==> config.mk <==
export PLATFORM = sky130hd
export DESIGN_NAME = touch_sample_average_scale_top
export DESIGN_NICKNAME = d
export VERILOG_FILES = /design/src/hdl/tsas_pkg.sv /design/src/hdl/touch_sample_average_scale_top.sv /design/src/hdl/tsas_front.sv /design/src/hdl/tsas_queue.sv /design/src/hdl/tsas_back.sv
export SDC_FILE = /design/constraint.sdc
export NUM_CORES = 1
export LEC_CHECK = 0
export ABC_AREA = 1
export BUFFER_PORTS_ARGS = -buffer_cell sky130_fd_sc_hd__buf_2
export CAP_MARGIN = 0
export CORE_ASPECT_RATIO = 1.75
export CORE_MARGIN = 5
export CORE_UTILIZATION = 65
export CTS_CLUSTER_DIAMETER = 50
export DETAILED_ROUTE_END_ITERATION = 10
export PLACE_DENSITY = 0.81
export SLEW_MARGIN = 15
export SYNTH_ARGS = -nofsm -noshare
export SYNTH_HDL_FRONTEND = slang
export SYNTH_SLANG_ARGS = --single-unit
export TNS_END_PERCENT = 5
==> constraint.sdc <==
create_clock -name clk -period 7.75 [get_ports clk]
set_clock_uncertainty 0.05 [all_clocks]
set_input_delay 0.775 -clock clk [delete_from_list [all_inputs] [get_ports clk]]
set_output_delay 0.775 -clock clk [all_outputs]
set_load 0.05 [all_outputs]
==> src/hdl/tsas_pkg.sv <==
// ============================================================================
// Touch sample average/scale package
// Shared types, constants and helpers for the touch coordinate pipeline.
// ============================================================================
`default_nettype none

package tsas_pkg;

    // Field widths
    localparam int ADC_W     = 10;
    localparam int SUM_W     = 12;
    localparam int CNT_W     = 2;
    localparam int XPOS_W    = 9;
    localparam int YPOS_W    = 8;
    localparam int CFG_IDX_W = 2;
    localparam int CFG_W     = 10;

    // Default parameter values
    localparam int X_SIZE_DEF      = 320;
    localparam int Y_SIZE_DEF      = 240;
    localparam int AVG_SAMPLES_DEF = 3;
    localparam int QUEUE_DEPTH_DEF = 2;

    // Calibration bound reset values
    localparam logic [ADC_W-1:0] BOUND_A_RST = 10'd30;
    localparam logic [ADC_W-1:0] BOUND_B_RST = 10'd220;

    // Division by three through a reciprocal: floor(s * 2731 / 8192) is exact
    // for every sum of three 10-bit samples.
    localparam int AVG3_RECIP = 2731;
    localparam int AVG3_SHIFT = 13;
    localparam int AVG3_PW    = SUM_W + 13;

    // Input item kinds
    localparam logic KIND_PEN_UP = 1'b0;
    localparam logic KIND_SAMPLE = 1'b1;

    // Configuration register indexes
    typedef enum logic [CFG_IDX_W-1:0] {
        CFG_X_BOUND_A,
        CFG_X_BOUND_B,
        CFG_Y_BOUND_A,
        CFG_Y_BOUND_B
    } tsas_cfg_idx_t;

    // Calibration bounds as seen by both halves of the pipeline
    typedef struct packed {
        logic [ADC_W-1:0] x_a;
        logic [ADC_W-1:0] x_b;
        logic [ADC_W-1:0] y_a;
        logic [ADC_W-1:0] y_b;
    } tsas_bounds_t;

    // One classified job handed from the front end to the scaler
    typedef struct packed {
        logic             touched;
        logic [ADC_W-1:0] ax;
        logic [ADC_W-1:0] ay;
    } tsas_job_t;

    // Scaler sequencer states
    typedef enum logic [2:0] {
        BK_IDLE,
        BK_MUL,
        BK_DIV,
        BK_FIN,
        BK_OUT
    } tsas_back_state_t;

    // Truncating average of a sum of n samples, n from 1 to 3.
    function automatic logic [ADC_W-1:0] avg_of(input logic [SUM_W-1:0] s, input int n);
        logic [AVG3_PW-1:0] p;
        logic [ADC_W-1:0]   r;
        p = AVG3_PW'(s) * AVG3_PW'(AVG3_RECIP);
        case (n)
            1:       r = s[ADC_W-1:0];
            2:       r = s[ADC_W:1];
            default: r = p[AVG3_SHIFT +: ADC_W];
        endcase
        return r;
    endfunction

    // Inclusive window check against sorted bounds.
    function automatic logic in_window(input logic [ADC_W-1:0] v,
                                       input logic [ADC_W-1:0] a,
                                       input logic [ADC_W-1:0] b);
        logic [ADC_W-1:0] lo;
        logic [ADC_W-1:0] hi;
        lo = (a < b) ? a : b;
        hi = (a < b) ? b : a;
        return (v >= lo) && (v <= hi);
    endfunction

endpackage

`default_nettype wire

==> src/hdl/touch_sample_average_scale_top.sv <==
// ============================================================================
// Touch sample average and scale, top level
// Averages resistive-touch ADC pairs and scales them to screen coordinates.
//
//   Channel   Direction  Handshake            Payload
//   input     in         in_valid/in_stall    kind, x_sample, y_sample
//   result    out        out_valid/out_stall  touched, x_pos, y_pos
//   config    in         cfg_we               cfg_index, cfg_wdata
//
// A conversion pair that does not complete a set only updates the accumulators.
// A touched result is scaled by the bit-serial divider, run once per axis over
// PROD_W = 10 + clog2(max(X_SIZE, Y_SIZE)) quotient bits; an untouched result
// skips the divider and goes straight to the output register.
// The job queue holds QUEUE_DEPTH jobs; in_stall rises only when it is full.
// Reset is asynchronous and active low and restores the default bounds.
// ============================================================================
`default_nettype none

module touch_sample_average_scale_top #(
    parameter int X_SIZE      = tsas_pkg::X_SIZE_DEF,
    parameter int Y_SIZE      = tsas_pkg::Y_SIZE_DEF,
    parameter int AVG_SAMPLES = tsas_pkg::AVG_SAMPLES_DEF,
    parameter int QUEUE_DEPTH = tsas_pkg::QUEUE_DEPTH_DEF
) (
    input  wire logic                           clk,
    input  wire logic                           rst_n,
    input  wire logic                           in_valid,
    output logic                                in_stall,
    input  wire logic                           kind,
    input  wire logic [tsas_pkg::ADC_W-1:0]     x_sample,
    input  wire logic [tsas_pkg::ADC_W-1:0]     y_sample,
    output logic                                out_valid,
    input  wire logic                           out_stall,
    output logic                                touched,
    output logic [tsas_pkg::XPOS_W-1:0]         x_pos,
    output logic [tsas_pkg::YPOS_W-1:0]         y_pos,
    input  wire logic                           cfg_we,
    input  wire logic [tsas_pkg::CFG_IDX_W-1:0] cfg_index,
    input  wire logic [tsas_pkg::CFG_W-1:0]     cfg_wdata
);
    import tsas_pkg::*;

    tsas_bounds_t bounds_reg, bounds_next;
    logic         q_full;
    logic         q_push;
    tsas_job_t    q_job;
    logic         q_pop;
    logic         head_valid;
    tsas_job_t    head_job;

    // Calibration register write decode.
    always_comb
    begin
        bounds_next = bounds_reg;
        if (cfg_we)
        begin
            case (tsas_cfg_idx_t'(cfg_index))
                CFG_X_BOUND_A: bounds_next.x_a = cfg_wdata[ADC_W-1:0];
                CFG_X_BOUND_B: bounds_next.x_b = cfg_wdata[ADC_W-1:0];
                CFG_Y_BOUND_A: bounds_next.y_a = cfg_wdata[ADC_W-1:0];
                CFG_Y_BOUND_B: bounds_next.y_b = cfg_wdata[ADC_W-1:0];
                default:       bounds_next = bounds_reg;
            endcase
        end
    end

    // Calibration registers.
    always_ff @(posedge clk or negedge rst_n)
    begin
        if (!rst_n)
        begin
            bounds_reg.x_a <= BOUND_A_RST;
            bounds_reg.x_b <= BOUND_B_RST;
            bounds_reg.y_a <= BOUND_A_RST;
            bounds_reg.y_b <= BOUND_B_RST;
        end
        else
        begin
            bounds_reg <= bounds_next;
        end
    end

    // Front end: accumulate, average and classify.
    tsas_front #(
        .AVG_SAMPLES (AVG_SAMPLES)
    ) u_front (
        .clk      (clk),
        .rst_n    (rst_n),
        .in_valid (in_valid),
        .in_stall (in_stall),
        .kind     (kind),
        .x_sample (x_sample),
        .y_sample (y_sample),
        .bounds   (bounds_reg),
        .q_full   (q_full),
        .q_push   (q_push),
        .q_job    (q_job)
    );

    // Job queue between the two halves.
    tsas_queue #(
        .DEPTH (QUEUE_DEPTH)
    ) u_queue (
        .clk        (clk),
        .rst_n      (rst_n),
        .push       (q_push),
        .push_job   (q_job),
        .pop        (q_pop),
        .full       (q_full),
        .head_valid (head_valid),
        .head_job   (head_job)
    );

    // Scaler and result register.
    tsas_back #(
        .X_SIZE (X_SIZE),
        .Y_SIZE (Y_SIZE)
    ) u_back (
        .clk        (clk),
        .rst_n      (rst_n),
        .bounds     (bounds_reg),
        .head_valid (head_valid),
        .head_job   (head_job),
        .q_pop      (q_pop),
        .out_valid  (out_valid),
        .out_stall  (out_stall),
        .touched    (touched),
        .x_pos      (x_pos),
        .y_pos      (y_pos)
    );

endmodule

`default_nettype wire

==> src/hdl/tsas_front.sv <==
// ============================================================================
// Touch sample front end
// Accepts input transactions, accumulates conversion pairs, averages them and
// classifies each completed set or pen-up event as a job for the scaler.
// ============================================================================
`default_nettype none

module tsas_front #(
    parameter int AVG_SAMPLES = tsas_pkg::AVG_SAMPLES_DEF
) (
    input  wire logic                       clk,
    input  wire logic                       rst_n,
    input  wire logic                       in_valid,
    output logic                            in_stall,
    input  wire logic                       kind,
    input  wire logic [tsas_pkg::ADC_W-1:0] x_sample,
    input  wire logic [tsas_pkg::ADC_W-1:0] y_sample,
    input  wire tsas_pkg::tsas_bounds_t     bounds,
    input  wire logic                       q_full,
    output logic                            q_push,
    output tsas_pkg::tsas_job_t             q_job
);
    import tsas_pkg::*;

    logic [CNT_W-1:0] count_reg, count_next;
    logic [SUM_W-1:0] sum_x_reg, sum_x_next;
    logic [SUM_W-1:0] sum_y_reg, sum_y_next;

    logic             accept;
    logic [CNT_W-1:0] count_inc;
    logic [SUM_W-1:0] sx_new;
    logic [SUM_W-1:0] sy_new;
    logic             set_done;
    logic [ADC_W-1:0] ax;
    logic [ADC_W-1:0] ay;
    logic             pos_ok;

    // The queue must have room before a transaction is taken.
    assign in_stall = q_full;
    assign accept   = in_valid && !in_stall;

    // Accumulate and average the current set.
    assign count_inc = count_reg + CNT_W'(1);
    assign sx_new    = sum_x_reg + SUM_W'(x_sample);
    assign sy_new    = sum_y_reg + SUM_W'(y_sample);
    assign set_done  = (count_inc == CNT_W'(AVG_SAMPLES));
    assign ax        = avg_of(sx_new, AVG_SAMPLES);
    assign ay        = avg_of(sy_new, AVG_SAMPLES);

    // A position is usable only inside both windows and with distinct bounds.
    assign pos_ok = in_window(ax, bounds.x_a, bounds.x_b)
                 && in_window(ay, bounds.y_a, bounds.y_b)
                 && (bounds.x_a != bounds.x_b)
                 && (bounds.y_a != bounds.y_b);

    // Accumulator update and job classification.
    always_comb
    begin
        count_next = count_reg;
        sum_x_next = sum_x_reg;
        sum_y_next = sum_y_reg;
        q_push     = 1'b0;
        q_job      = '0;
        if (accept)
        begin
            if (kind == KIND_PEN_UP)
            begin
                count_next = '0;
                sum_x_next = '0;
                sum_y_next = '0;
                q_push     = 1'b1;
            end
            else if (set_done)
            begin
                count_next    = '0;
                sum_x_next    = '0;
                sum_y_next    = '0;
                q_push        = 1'b1;
                q_job.touched = pos_ok;
                q_job.ax      = ax;
                q_job.ay      = ay;
            end
            else
            begin
                count_next = count_inc;
                sum_x_next = sx_new;
                sum_y_next = sy_new;
            end
        end
    end

    // Accumulator registers.
    always_ff @(posedge clk or negedge rst_n)
    begin
        if (!rst_n)
        begin
            count_reg <= '0;
            sum_x_reg <= '0;
            sum_y_reg <= '0;
        end
        else
        begin
            count_reg <= count_next;
            sum_x_reg <= sum_x_next;
            sum_y_reg <= sum_y_next;
        end
    end

    // The sample count never reaches a full set while it is held.
    a_count_range: assert property (@(posedge clk) disable iff (!rst_n)
        count_reg < CNT_W'(AVG_SAMPLES))
        else $error("tsas_front: sample count reached a full set");

endmodule

`default_nettype wire

==> src/hdl/tsas_queue.sv <==
// ============================================================================
// Touch job queue
// Short FIFO that decouples the front end from the scaler.
// ============================================================================
`default_nettype none

module tsas_queue #(
    parameter int DEPTH = tsas_pkg::QUEUE_DEPTH_DEF
) (
    input  wire logic                clk,
    input  wire logic                rst_n,
    input  wire logic                push,
    input  wire tsas_pkg::tsas_job_t push_job,
    input  wire logic                pop,
    output logic                     full,
    output logic                     head_valid,
    output tsas_pkg::tsas_job_t      head_job
);
    import tsas_pkg::*;

    localparam int PTR_W = (DEPTH > 1) ? $clog2(DEPTH) : 1;
    localparam int FILL_W = $clog2(DEPTH + 1);

    tsas_job_t          entry_reg [DEPTH];
    logic [PTR_W-1:0]   wr_ptr_reg, wr_ptr_next;
    logic [PTR_W-1:0]   rd_ptr_reg, rd_ptr_next;
    logic [FILL_W-1:0]  fill_reg, fill_next;
    logic               do_push;
    logic               do_pop;

    assign full       = (fill_reg == FILL_W'(DEPTH));
    assign head_valid = (fill_reg != '0);
    assign head_job   = entry_reg[rd_ptr_reg];
    assign do_push    = push && !full;
    assign do_pop     = pop && head_valid;

    // Pointer and fill count update.
    always_comb
    begin
        wr_ptr_next = wr_ptr_reg;
        rd_ptr_next = rd_ptr_reg;
        fill_next   = fill_reg;
        if (do_push)
        begin
            wr_ptr_next = (wr_ptr_reg == PTR_W'(DEPTH - 1)) ? '0 : wr_ptr_reg + PTR_W'(1);
        end
        if (do_pop)
        begin
            rd_ptr_next = (rd_ptr_reg == PTR_W'(DEPTH - 1)) ? '0 : rd_ptr_reg + PTR_W'(1);
        end
        if (do_push && !do_pop)
        begin
            fill_next = fill_reg + FILL_W'(1);
        end
        else if (do_pop && !do_push)
        begin
            fill_next = fill_reg - FILL_W'(1);
        end
    end

    // Control registers.
    always_ff @(posedge clk or negedge rst_n)
    begin
        if (!rst_n)
        begin
            wr_ptr_reg <= '0;
            rd_ptr_reg <= '0;
            fill_reg   <= '0;
        end
        else
        begin
            wr_ptr_reg <= wr_ptr_next;
            rd_ptr_reg <= rd_ptr_next;
            fill_reg   <= fill_next;
        end
    end

    // Entry storage.
    always_ff @(posedge clk)
    begin
        if (do_push)
        begin
            entry_reg[wr_ptr_reg] <= push_job;
        end
    end

    // The front end never offers a job to a full queue.
    a_no_overflow: assert property (@(posedge clk) disable iff (!rst_n)
        push |-> !full)
        else $error("tsas_queue: push into a full queue");

endmodule

`default_nettype wire

==> src/hdl/tsas_back.sv <==
// ============================================================================
// Touch coordinate scaler
// Takes jobs from the queue, scales each axis with one multiply and a shared
// bit-serial signed divider, and holds the result in an output register.
// ============================================================================
`default_nettype none

module tsas_back #(
    parameter int X_SIZE = tsas_pkg::X_SIZE_DEF,
    parameter int Y_SIZE = tsas_pkg::Y_SIZE_DEF
) (
    input  wire logic                        clk,
    input  wire logic                        rst_n,
    input  wire tsas_pkg::tsas_bounds_t      bounds,
    input  wire logic                        head_valid,
    input  wire tsas_pkg::tsas_job_t         head_job,
    output logic                             q_pop,
    output logic                             out_valid,
    input  wire logic                        out_stall,
    output logic                             touched,
    output logic [tsas_pkg::XPOS_W-1:0]      x_pos,
    output logic [tsas_pkg::YPOS_W-1:0]      y_pos
);
    import tsas_pkg::*;

    localparam int SZ_MAX = (X_SIZE > Y_SIZE) ? X_SIZE : Y_SIZE;
    localparam int SZ_W   = $clog2(SZ_MAX);
    localparam int PROD_W = ADC_W + SZ_W;
    localparam int DC_W   = $clog2(PROD_W + 1);
    localparam int REM_W  = ADC_W + 1;

    // Sequencer control
    tsas_back_state_t state_reg, state_next;
    logic             axis_reg, axis_next;
    logic             out_valid_reg, out_valid_next;
    logic [DC_W-1:0]  dcnt_reg, dcnt_next;

    // Datapath
    tsas_job_t         job_reg, job_next;
    logic [PROD_W-1:0] quo_reg, quo_next;
    logic [REM_W-1:0]  rem_reg, rem_next;
    logic [ADC_W-1:0]  dmag_reg, dmag_next;
    logic              neg_reg, neg_next;
    logic [XPOS_W-1:0] xp_reg, xp_next;
    logic [YPOS_W-1:0] yp_reg, yp_next;
    logic              touched_reg, touched_next;
    logic [XPOS_W-1:0] x_pos_reg, x_pos_next;
    logic [YPOS_W-1:0] y_pos_reg, y_pos_next;

    // Per-axis operand selection
    logic [ADC_W-1:0]  avg_sel;
    logic [ADC_W-1:0]  a_sel;
    logic [ADC_W-1:0]  b_sel;
    logic [SZ_W-1:0]   size_m1;
    logic [PROD_W-1:0] size_full;
    logic [ADC_W:0]    diff;
    logic [ADC_W:0]    diff_abs;
    logic [ADC_W:0]    den;
    logic [ADC_W:0]    den_abs;
    logic [PROD_W-1:0] prod;
    logic [REM_W-1:0]  rem_sh;
    logic              ge;
    logic [PROD_W-1:0] q_signed;
    logic [PROD_W-1:0] pos_full;
    logic              out_load;

    assign avg_sel   = axis_reg ? job_reg.ay : job_reg.ax;
    assign a_sel     = axis_reg ? bounds.y_a : bounds.x_a;
    assign b_sel     = axis_reg ? bounds.y_b : bounds.x_b;
    assign size_m1   = axis_reg ? SZ_W'(Y_SIZE - 1) : SZ_W'(X_SIZE - 1);
    assign size_full = axis_reg ? PROD_W'(Y_SIZE) : PROD_W'(X_SIZE);

    // Numerator magnitude and sign, denominator magnitude and sign.
    assign diff     = {1'b0, avg_sel} - {1'b0, a_sel};
    assign diff_abs = diff[ADC_W] ? (~diff + (ADC_W+1)'(1)) : diff;
    assign den      = {1'b0, b_sel} - {1'b0, a_sel};
    assign den_abs  = den[ADC_W] ? (~den + (ADC_W+1)'(1)) : den;
    assign prod     = PROD_W'(diff_abs[ADC_W-1:0]) * PROD_W'(size_m1);

    // One restoring division step.
    assign rem_sh = {rem_reg[REM_W-2:0], quo_reg[PROD_W-1]};
    assign ge     = (rem_sh >= {1'b0, dmag_reg});

    // Signed quotient and position, kept modulo the output width.
    assign q_signed = neg_reg ? (~quo_reg + PROD_W'(1)) : quo_reg;
    assign pos_full = size_full - q_signed;

    // Sequencer: next state and datapath updates.
    always_comb
    begin
        state_next = state_reg;
        axis_next  = axis_reg;
        dcnt_next  = dcnt_reg;
        job_next   = job_reg;
        quo_next   = quo_reg;
        rem_next   = rem_reg;
        dmag_next  = dmag_reg;
        neg_next   = neg_reg;
        xp_next    = xp_reg;
        yp_next    = yp_reg;
        q_pop      = 1'b0;
        out_load   = 1'b0;
        case (state_reg)
            BK_IDLE:
            begin
                if (head_valid)
                begin
                    q_pop     = 1'b1;
                    job_next  = head_job;
                    axis_next = 1'b0;
                    state_next = head_job.touched ? BK_MUL : BK_OUT;
                end
            end
            BK_MUL:
            begin
                quo_next   = prod;
                rem_next   = '0;
                dmag_next  = den_abs[ADC_W-1:0];
                neg_next   = diff[ADC_W] ^ den[ADC_W];
                dcnt_next  = DC_W'(PROD_W);
                state_next = BK_DIV;
            end
            BK_DIV:
            begin
                rem_next  = ge ? (rem_sh - {1'b0, dmag_reg}) : rem_sh;
                quo_next  = {quo_reg[PROD_W-2:0], ge};
                dcnt_next = dcnt_reg - DC_W'(1);
                if (dcnt_reg == DC_W'(1))
                begin
                    state_next = BK_FIN;
                end
            end
            BK_FIN:
            begin
                if (!axis_reg)
                begin
                    xp_next    = pos_full[XPOS_W-1:0];
                    axis_next  = 1'b1;
                    state_next = BK_MUL;
                end
                else
                begin
                    yp_next    = pos_full[YPOS_W-1:0];
                    state_next = BK_OUT;
                end
            end
            BK_OUT:
            begin
                if (!out_valid_reg || !out_stall)
                begin
                    out_load   = 1'b1;
                    state_next = BK_IDLE;
                end
            end
            default:
            begin
                state_next = BK_IDLE;
            end
        endcase
    end

    // Output register: loaded by the sequencer, cleared when taken.
    always_comb
    begin
        out_valid_next = out_valid_reg;
        touched_next   = touched_reg;
        x_pos_next     = x_pos_reg;
        y_pos_next     = y_pos_reg;
        if (out_load)
        begin
            out_valid_next = 1'b1;
            touched_next   = job_reg.touched;
            x_pos_next     = job_reg.touched ? xp_reg : '0;
            y_pos_next     = job_reg.touched ? yp_reg : '0;
        end
        else if (!out_stall)
        begin
            out_valid_next = 1'b0;
        end
    end

    // Control registers.
    always_ff @(posedge clk or negedge rst_n)
    begin
        if (!rst_n)
        begin
            state_reg     <= BK_IDLE;
            axis_reg      <= 1'b0;
            dcnt_reg      <= '0;
            out_valid_reg <= 1'b0;
        end
        else
        begin
            state_reg     <= state_next;
            axis_reg      <= axis_next;
            dcnt_reg      <= dcnt_next;
            out_valid_reg <= out_valid_next;
        end
    end

    // Datapath registers.
    always_ff @(posedge clk)
    begin
        job_reg     <= job_next;
        quo_reg     <= quo_next;
        rem_reg     <= rem_next;
        dmag_reg    <= dmag_next;
        neg_reg     <= neg_next;
        xp_reg      <= xp_next;
        yp_reg      <= yp_next;
        touched_reg <= touched_next;
        x_pos_reg   <= x_pos_next;
        y_pos_reg   <= y_pos_next;
    end

    assign out_valid = out_valid_reg;
    assign touched   = touched_reg;
    assign x_pos     = x_pos_reg;
    assign y_pos     = y_pos_reg;

    // A touched job had distinct bounds; later writes can zero the divisor.
    a_div_nonzero: assert property (@(posedge clk) disable iff (!rst_n)
        (state_reg == BK_DIV) |-> (dmag_reg != '0))
        else $error("tsas_back: division by zero");

    // An untouched result reports the origin.
    a_untouched_zero: assert property (@(posedge clk) disable iff (!rst_n)
        (out_valid && !touched) |-> (x_pos == '0 && y_pos == '0))
        else $error("tsas_back: untouched result with nonzero position");

endmodule

`default_nettype wire
==> flow_metrics.tcl, run 1 <==
set metrics [dict create \
    synth_ff_type "edfxtp_1" \
    async_flop_share 0.367 \
    startpoint_type "flip-flop" \
    drive_above_1_share 0.0853 \
    fp.dieW_um 147 \
    setup_violations 0 \
    pin_count 58 \
    nets 3124 \
    crit_fanout 14 \
    fill_cells 2589 \
    row_count 88 \
    worstSkewPairLatency_ps 540 \
    crit_slowest_cell "dfrtp_2" \
    grt_use_total 0.283 \
    slew_viol_final 0 \
    synth_area_um2 21400 \
    ys_seq_area_frac 0.288 \
    holdBufCountCts 0 \
    drc 0 \
    tightest_slew_ps 924 \
    fin_util 0.707 \
    cts_tree "yes" \
    grt_max_degree 53 \
    wl_mm 52.0 \
    synth_cell_types 55 \
    rsz0062_at_grt "no" \
    cts_resized 0 \
    drt_iter0_drc 796 \
    min_period_ps 7250 \
    period_share 0.936 \
    critPathMaxStageDelay_ps 550 \
    ys_warn_count 0 \
    synth_edf_count 138 \
    hold_path.class "input pin to async pin" \
    die_y_um 250 \
    synth_nets 3058 \
    vias_per_cell 5.66 \
    cp-end-kind "flip-flop" \
    grt_antenna_before_repair 0 \
    ys_ff_latch 218 \
    finalHoldViolCount 0 \
    num_antenna_cells 0 \
    core_area_um2 32800 \
    htree_levels 1 \
    grt.overflow.total 0 \
    cts-root-buf "clkbuf_16" \
    crit_arrival_ps 7490 \
    critical_path_class "flip-flop to flip-flop" \
    ant_nets 0 \
    syn_to_final_growth_pct 8.14 \
    route.vias.total 17400 \
    clk_pin_slew_ps 60 \
    cap_violations 0 \
    dr.pass1.iters 6 \
    gp_routability_congestion 1.02 \
    max_clock_freq_mhz 138 \
    grt_pass1_wl_mm 84.6 \
    slew_headroom 0.382 \
    cts-buffers-inserted 24 \
    grt_pass1_vias 18000 \
    clockBufferDepth 3 \
    postCtsSetupRepairBufs 0 \
    syn_area_per_cell_um2 8.32 \
    numClockSinks 218 \
    routedWlPerCell_um 17.0 \
    portBuffers 57 \
    netlist_instances 2577 \
    initial_core_util 0.654 \
    largest_reg_flops 42 \
    outcome "completed" \
    required_ps 7990 \
    die-area_um2 36900 \
    post-dp-hpwl_mm 43.0 \
]
==> worst paths after layout <==
kind                                                 from                                to  slack, ps  depth (start not counted)
setup reg to reg              u_back.axis_reg$_DFFE_PN0P_      u_back.quo_reg[13]$_DFFE_PP_        500                         29
setup / recovery              u_back.axis_reg$_DFFE_PN0P_      u_back.quo_reg[13]$_DFFE_PP_        500                         29
hold reg to reg            u_back.dcnt_reg[3]$_DFFE_PN0P_    u_back.dcnt_reg[3]$_DFFE_PN0P_        420                          1
hold / removal                                      rst_n  u_front.sum_y_reg[1]$_DFFE_PN0P_        150                          1
max in group asynchronous                           rst_n       u_back.axis_reg$_DFFE_PN0P_       6400                          2
min in group clk           u_back.dcnt_reg[3]$_DFFE_PN0P_    u_back.dcnt_reg[3]$_DFFE_PN0P_        420                          1
==> Yosys cell counts (35+ instances only) <==
library cell / count / area [µm²]
nand2_1: 588 / 2210
inv_1: 461 / 1730
ha_1: 316 / 3950
o21ai_0: 171 / 856
nor2_1: 146 / 548
edfxtp_1: 138 / 4140
a21oi_1: 128 / 641
fa_1: 127 / 2540
nand3_1: 94 / 470
dfrtp_1: 62 / 1550
xor2_1: 60 / 526
clkbuf_1: 35 / 131
==> metal layers <==
layer,part of all wire,vias to the layer above,track usage
li1,-,8475,-
met1,0.33,8211,0.268
met2,0.57,467,0.568
met3,0.034,213,0.0277
met4,0.071,0,0.172
met5,0,-,0
==> final cells by class <==
class | instances | area [µm²] | share of cell area
clock buffers | 35 | 774 | 0.0334
repair buffers | 89 | 528 | 0.0228
well taps | 405 | 507 | 0.0218
flip-flops and latches | 218 | 6170 | 0.266
clock inverters | 9 | 81.3 | 0.00351
inverters | 472 | 1770 | 0.0764
multi-input cells | 1838 | 13400 | 0.576
==> through the flow <==
| step | hold slack (ps) | setup WS, ps | instance area (µm²) | instances | setup TNS [ps] |
|---|---|---|---|---|---|
| 2_1_floorplan | 374 | 821 | 21400 | 2577 | 0 |
| 3_3_place_gp | 404 | -105 | 22300 | 3022 | -211 |
| 3_5_place_dp | 410 | -211 | 22300 | 3022 | -422 |
| 4_1_cts | 138 | 282 | 23100 | 3066 | 0 |
| 5_1_grt | 157 | 22.7 | 23200 | 3066 | 0 |
| 6_report | 149 | 496 | 23200 | 3066 | 0 |
==> critical path: cells and delay by family, from the launching register on <==
kind | cells | cell delay, ps
AO/OA/AOI/OAI | 6 | 1510
adder cells (fa/ha/maj) | 6 | 2690
buffers and inverters | 4 | 720
flip-flops | 1 | 550
AND/OR/NAND/NOR | 13 | 1490
==> cell usage in the layout (no fill, tap or decap), drive strengths merged, types with 7 or more instances in the layout <==
cell and count:
dfstp 18, nor3 15, buf 89, edfxtp 138, and2 7, xnor2 23, xor2 61, a22o 8
dfrtp 62, nand3b 9, nand3 97, nand2 610, ha 316, nor2 153, inv 476, o21ai 178
a21o 14, clkbuf 35, fa 127, or2 7, o21bai 11, a21oi 134, nand4 27
==> cell families (layout without fill, tap and decap cells) <==
kind of cell    Yosys count  count (layout)  synth area share
xor+xnor                 84              84            0.0350
flops                   218             218             0.288
fa+ha+maj               443             443             0.303
mux                       2               2          0.000934
compound gates          378             378            0.0985
buf+inv                 521             605            0.0925
simple gates            931             931             0.183
Power of run 1 is not shown: default switching activity piles up to over one toggle a cycle in this logic, so the estimate is an artifact.
==> inputs of run 2 (changes only) <==
--- a/config.mk
+++ b/config.mk
@@ -14,6 +14,7 @@
 export CTS_CLUSTER_DIAMETER = 50
 export DETAILED_ROUTE_END_ITERATION = 10
 export PLACE_DENSITY = 0.81
+export RECOVER_POWER = 100
 export SLEW_MARGIN = 15
 export SYNTH_ARGS = -nofsm -noshare
 export SYNTH_HDL_FRONTEND = slang
==> flow_metrics.tcl, run 2 (synthesized netlist as in run 1, its figures left out) <==
set metrics [dict create \
    outcome "complete, but fails checks" \
    violations "max-capacitance violations, max-slew violations" \
    grt_pass1_wl_mm 84.6 \
    largest_reg_flops 42 \
    clockBufferDepth 3 \
    die_y_um 250 \
    cts_tree "yes" \
    finalHoldViolCount 0 \
    worstSkewPairLatency_ps 540 \
    vias_per_cell 5.67 \
    dpl-instance-area_um2 22300 \
    crit_top_cell "nand2_1" \
    row_count 88 \
    postCtsSetupRepairBufs 0 \
    crit_arrival_ps 7590 \
    slew_headroom -0.891 \
    design_area_um2 23100 \
    grt.overflow.total 0 \
    startpoint_type "flip-flop" \
    grt_antenna_before_repair 0 \
    max_clock_freq_mhz 136 \
    holdWs_ps 418 \
    cts-root-buf "clkbuf_16" \
    pin_count 58 \
    mostFrequentLayoutCell "nand2_1" \
    route.vias.total 17400 \
    grt_pass1_vias 18000 \
    holdBufCountCts 0 \
    numClockSinks 218 \
    die-area_um2 36900 \
    critPathMaxStageDelay_ps 550 \
    drt_iter0_drc 762 \
    htree_levels 1 \
    slew_viol_final 83 \
    initial_core_util 0.654 \
    grt_max_degree 53 \
    fp.dieW_um 147 \
    period_share 0.949 \
    clk_pin_slew_ps 60 \
    wl_mm 52.1 \
    setup_violations 0 \
    drc 0 \
    gp_routability_congestion 1.02 \
    fin_util 0.703 \
    min_period_ps 7350 \
    dr.pass1.iters 5 \
    cap_violations 2 \
    syn_to_final_growth_pct 7.56 \
    drive_above_1_share 0.0658 \
    grt_use_total 0.283 \
    ant_nets 0 \
    tightest_slew_ps 2840 \
    fill_cells 2640 \
    routedWlPerCell_um 17.0 \
    post-dp-hpwl_mm 43.0 \
    required_ps 7990 \
    fin_tns_setup_ps 0 \
    critical_path_class "flip-flop to flip-flop" \
    cts-buffers-inserted 24 \
    layout_common_cells "nand2_1, inv_1, ha_1" \
    core_area_um2 32800 \
    nets 3124 \
    hold_path.class "flip-flop to flip-flop" \
    crit_fanout 14 \
    portBuffers 57 \
    cp-end-kind "flip-flop" \
    num_antenna_cells 0 \
    crit_slowest_cell "dfrtp_2" \
]
## run 2: final timing paths
path / start / to / slack (ps) / depth (start not counted)
worst max register to register: u_back.axis_reg$_DFFE_PN0P_ / u_back.quo_reg[13]$_DFFE_PP_ / 400 / 29
worst min register to register: u_back.dcnt_reg[3]$_DFFE_PN0P_ / u_back.dcnt_reg[3]$_DFFE_PN0P_ / 420 / 1
max in group asynchronous: rst_n / u_back.axis_reg$_DFFE_PN0P_ / 3170 / 2
worst max-delay path: u_back.axis_reg$_DFFE_PN0P_ / u_back.quo_reg[13]$_DFFE_PP_ / 400 / 29
worst min-delay path: u_back.dcnt_reg[3]$_DFFE_PN0P_ / u_back.dcnt_reg[3]$_DFFE_PN0P_ / 420 / 1
min in group asynchronous: rst_n / u_front.sum_y_reg[1]$_DFFE_PN0P_ / 770 / 1
## run 2: metrics by stage
stage / instances / setup WS, ps
2_1_floorplan: 2577 / 821
3_3_place_gp: 3022 / -105
3_5_place_dp: 3022 / -211
4_1_cts: 3066 / 282
5_1_grt: 3066 / -9.56
6_report: 3066 / 398
## run 2: layout make-up
class                      count  area [µm²]  share of cell area
inverter                     472        1770              0.0768
tap                          405         507              0.0220
clock inverter                 9        81.3             0.00353
timing repair buffer          89         437              0.0189
clock buffer                  35         774              0.0336
sequential                   218        6170               0.267
multi-input combinational   1838       13300               0.578
## run 2: worst max-delay path: cells and delay by family, from the launching register on
family | cells | cell delay [ps]
compound gates | 6 | 1490
fa+ha+maj | 6 | 2680
buf+inv | 4 | 770
flops | 1 | 550
simple gates | 13 | 1550
## run 2: what timing repair did
| action | CTS | global route |
|---|---|---|
| resized for setup | 0 | 9 |
| endpoints found under the setup margin | 0 | 3 |
| endpoints found under the hold margin | 0 | 0 |
## run 2: per-layer routing
metal  part of all wire  GRT usage  routed length, µm
met2               0.56      0.568              29400
met4              0.070      0.172               3670
met5                  0          0                  0
met3              0.034     0.0277               1760
met1               0.33      0.268              17200
Power of run 2 is left out for the same reason.
==> inputs of run 3 (changes only) <==
--- a/config.mk
+++ b/config.mk
@@ -6,7 +6,7 @@
 export NUM_CORES = 1
 export LEC_CHECK = 0
 export ABC_AREA = 1
-export BUFFER_PORTS_ARGS = -buffer_cell sky130_fd_sc_hd__buf_2
+export BUFFER_PORTS_ARGS = -buffer_cell sky130_fd_sc_hd__buf_4
 export CAP_MARGIN = 0
 export CORE_ASPECT_RATIO = 1.75
 export CORE_MARGIN = 5
==> flow_metrics.tcl, run 3 (synthesized netlist as in run 1, its figures left out) <==
set metrics [dict create \
    outcome "complete, but fails checks" \
    violations "max-capacitance violations, max-slew violations" \
    crit_slowest_cell "dfrtp_1" \
    mostFrequentLayoutCell "nand2_1" \
    pin_count 58 \
    gp_routability_congestion 1.00 \
    grt_pass1_wl_mm 85.0 \
    period_share 0.961 \
    die_y_um 250 \
    post-dp-hpwl_mm 42.7 \
    tightest_slew_ps 2800 \
    min_period_ps 7450 \
    timing.rr.start "u_back.axis_reg$_DFFE_PN0P_" \
    hold_path.class "flip-flop to flip-flop" \
    worst_hold_path.num_cells 1 \
    cap_violations 3 \
    worstSkewPairLatency_ps 540 \
    grt_antenna_before_repair 0 \
    cp-end-kind "flip-flop" \
    r2r_slack_ps 300 \
    drive_above_1_share 0.0664 \
    row_count 88 \
    layout_common_cells "nand2_1, inv_1, ha_1" \
    drc 0 \
    crit_arrival_ps 7690 \
    slew_viol_final 83 \
    cts-buffers-inserted 25 \
    worstHoldStart "u_back.dcnt_reg[3]$_DFFE_PN0P_" \
    die-area_um2 36900 \
    holdWs_ps 433 \
    portBuffers 57 \
    rsz0062_at_grt "yes" \
    rr_worst_depth 28 \
    critPathMaxStageDelay_ps 730 \
    wl_mm 51.5 \
    initial_core_util 0.654 \
    routedWlPerCell_um 16.8 \
    cts_tree "yes" \
    setup_violations 0 \
    crit_fanout 14 \
    nets 3128 \
    clk_pin_slew_ps 60 \
    vias_per_cell 5.63 \
    max_clock_freq_mhz 134 \
    grt_use_total 0.284 \
    grt_pass1_vias 18300 \
    slew_headroom -0.865 \
    finalHoldViolCount 0 \
    grt_max_degree 53 \
    cts-root-buf "clkbuf_16" \
    numClockSinks 218 \
    holdBufCountCts 0 \
    critical_path_class "flip-flop to flip-flop" \
    cp_top_family "adder cells" \
    drt_iter0_drc 785 \
    startpoint_type "flip-flop" \
    postCtsSetupRepairBufs 0 \
    htree_levels 1 \
    required_ps 7990 \
    core_area_um2 32800 \
    syn_to_final_growth_pct 8.38 \
    clockBufferDepth 3 \
    fill_cells 2587 \
    crit_buf_inv 3 \
    grt.overflow.total 0 \
    ant_nets 0 \
    min_to "u_back.dcnt_reg[3]$_DFFE_PN0P_" \
    dr.pass1.iters 6 \
    r2r-end "u_back.quo_reg[13]$_DFFE_PP_" \
    largest_reg_flops 42 \
    fp.dieW_um 147 \
    num_antenna_cells 0 \
    route.vias.total 17300 \
]
-- run 3: cell type report --
class,instances,area [µm²],area share
Multi-Input combinational cell,1838,13300,0.572
Sequential cell,218,6170,0.265
Inverter,472,1770,0.0762
Clock buffer,30,687,0.0296
Timing Repair Buffer,92,563,0.0242
Tap cell,405,507,0.0218
Clock inverter,15,245,0.0106
-- run 3: worst register-to-register path: cells and delay by family, from the launching register on --
| kind | cells | cell delay (ps) |
|---|---|---|
| and+or+nand+nor | 14 | 1790 |
| buffers and inverters | 3 | 650 |
| adders and majority gates | 6 | 2810 |
| AOI/OAI and AO/OA | 5 | 1220 |
| DFF | 1 | 730 |
-- run 3: metrics by stage --
stage               cells  worst slack [ps]  setup TNS (ps)  utilization  instance area (µm²)
floorplan            2577               821               0            -                21400
global placement     3025             -35.3           -70.6        0.684                22400
detailed placement   3025              -193            -387        0.684                22400
CTS                  3070               281               0        0.712                23400
global route         3070             -85.8            -369        0.708                23200
finish               3070               302               0        0.708                23200
-- run 3: how the worst max path moves through the flow --
stage / end / slack (ps) / startpoint / cells after the start
final: u_back.quo_reg[13]$_DFFE_PP_ / 300 / u_back.axis_reg$_DFFE_PN0P_ / 28
after CTS: u_queue.entry_reg[0][20]$_DFFE_PP_ / 280 / u_front.sum_x_reg[2]$_DFFE_PN0P_ / 38
after global routing: u_queue.entry_reg[1][20]$_DFFE_PP_ / -90 / u_front.sum_x_reg[0]$_DFFE_PN0P_ / 40
after global placement: u_queue.entry_reg[0][20]$_DFFE_PP_ / -40 / x_sample[2] / 39
after detailed placement: u_queue.entry_reg[0][20]$_DFFE_PP_ / -190 / x_sample[2] / 39
after floorplan: u_queue.entry_reg[0][20]$_DFFE_PP_ / 820 / x_sample[0] / 35
-- run 3: routing by layer --
metal / GRT usage / share of wire / wire (µm)
met3: 0.0319 / 0.035 / 1810
met1: 0.261 / 0.32 / 16700
met2: 0.565 / 0.56 / 28900
met5: 0 / 0 / 0
met4: 0.194 / 0.080 / 4120
-- run 3: what timing repair did --
item,in CTS,in global routing
resized for setup,0,3
setup endpoints to repair,0,6
hold endpoints to repair,0,0
Power of run 3 is left out for the same reason.
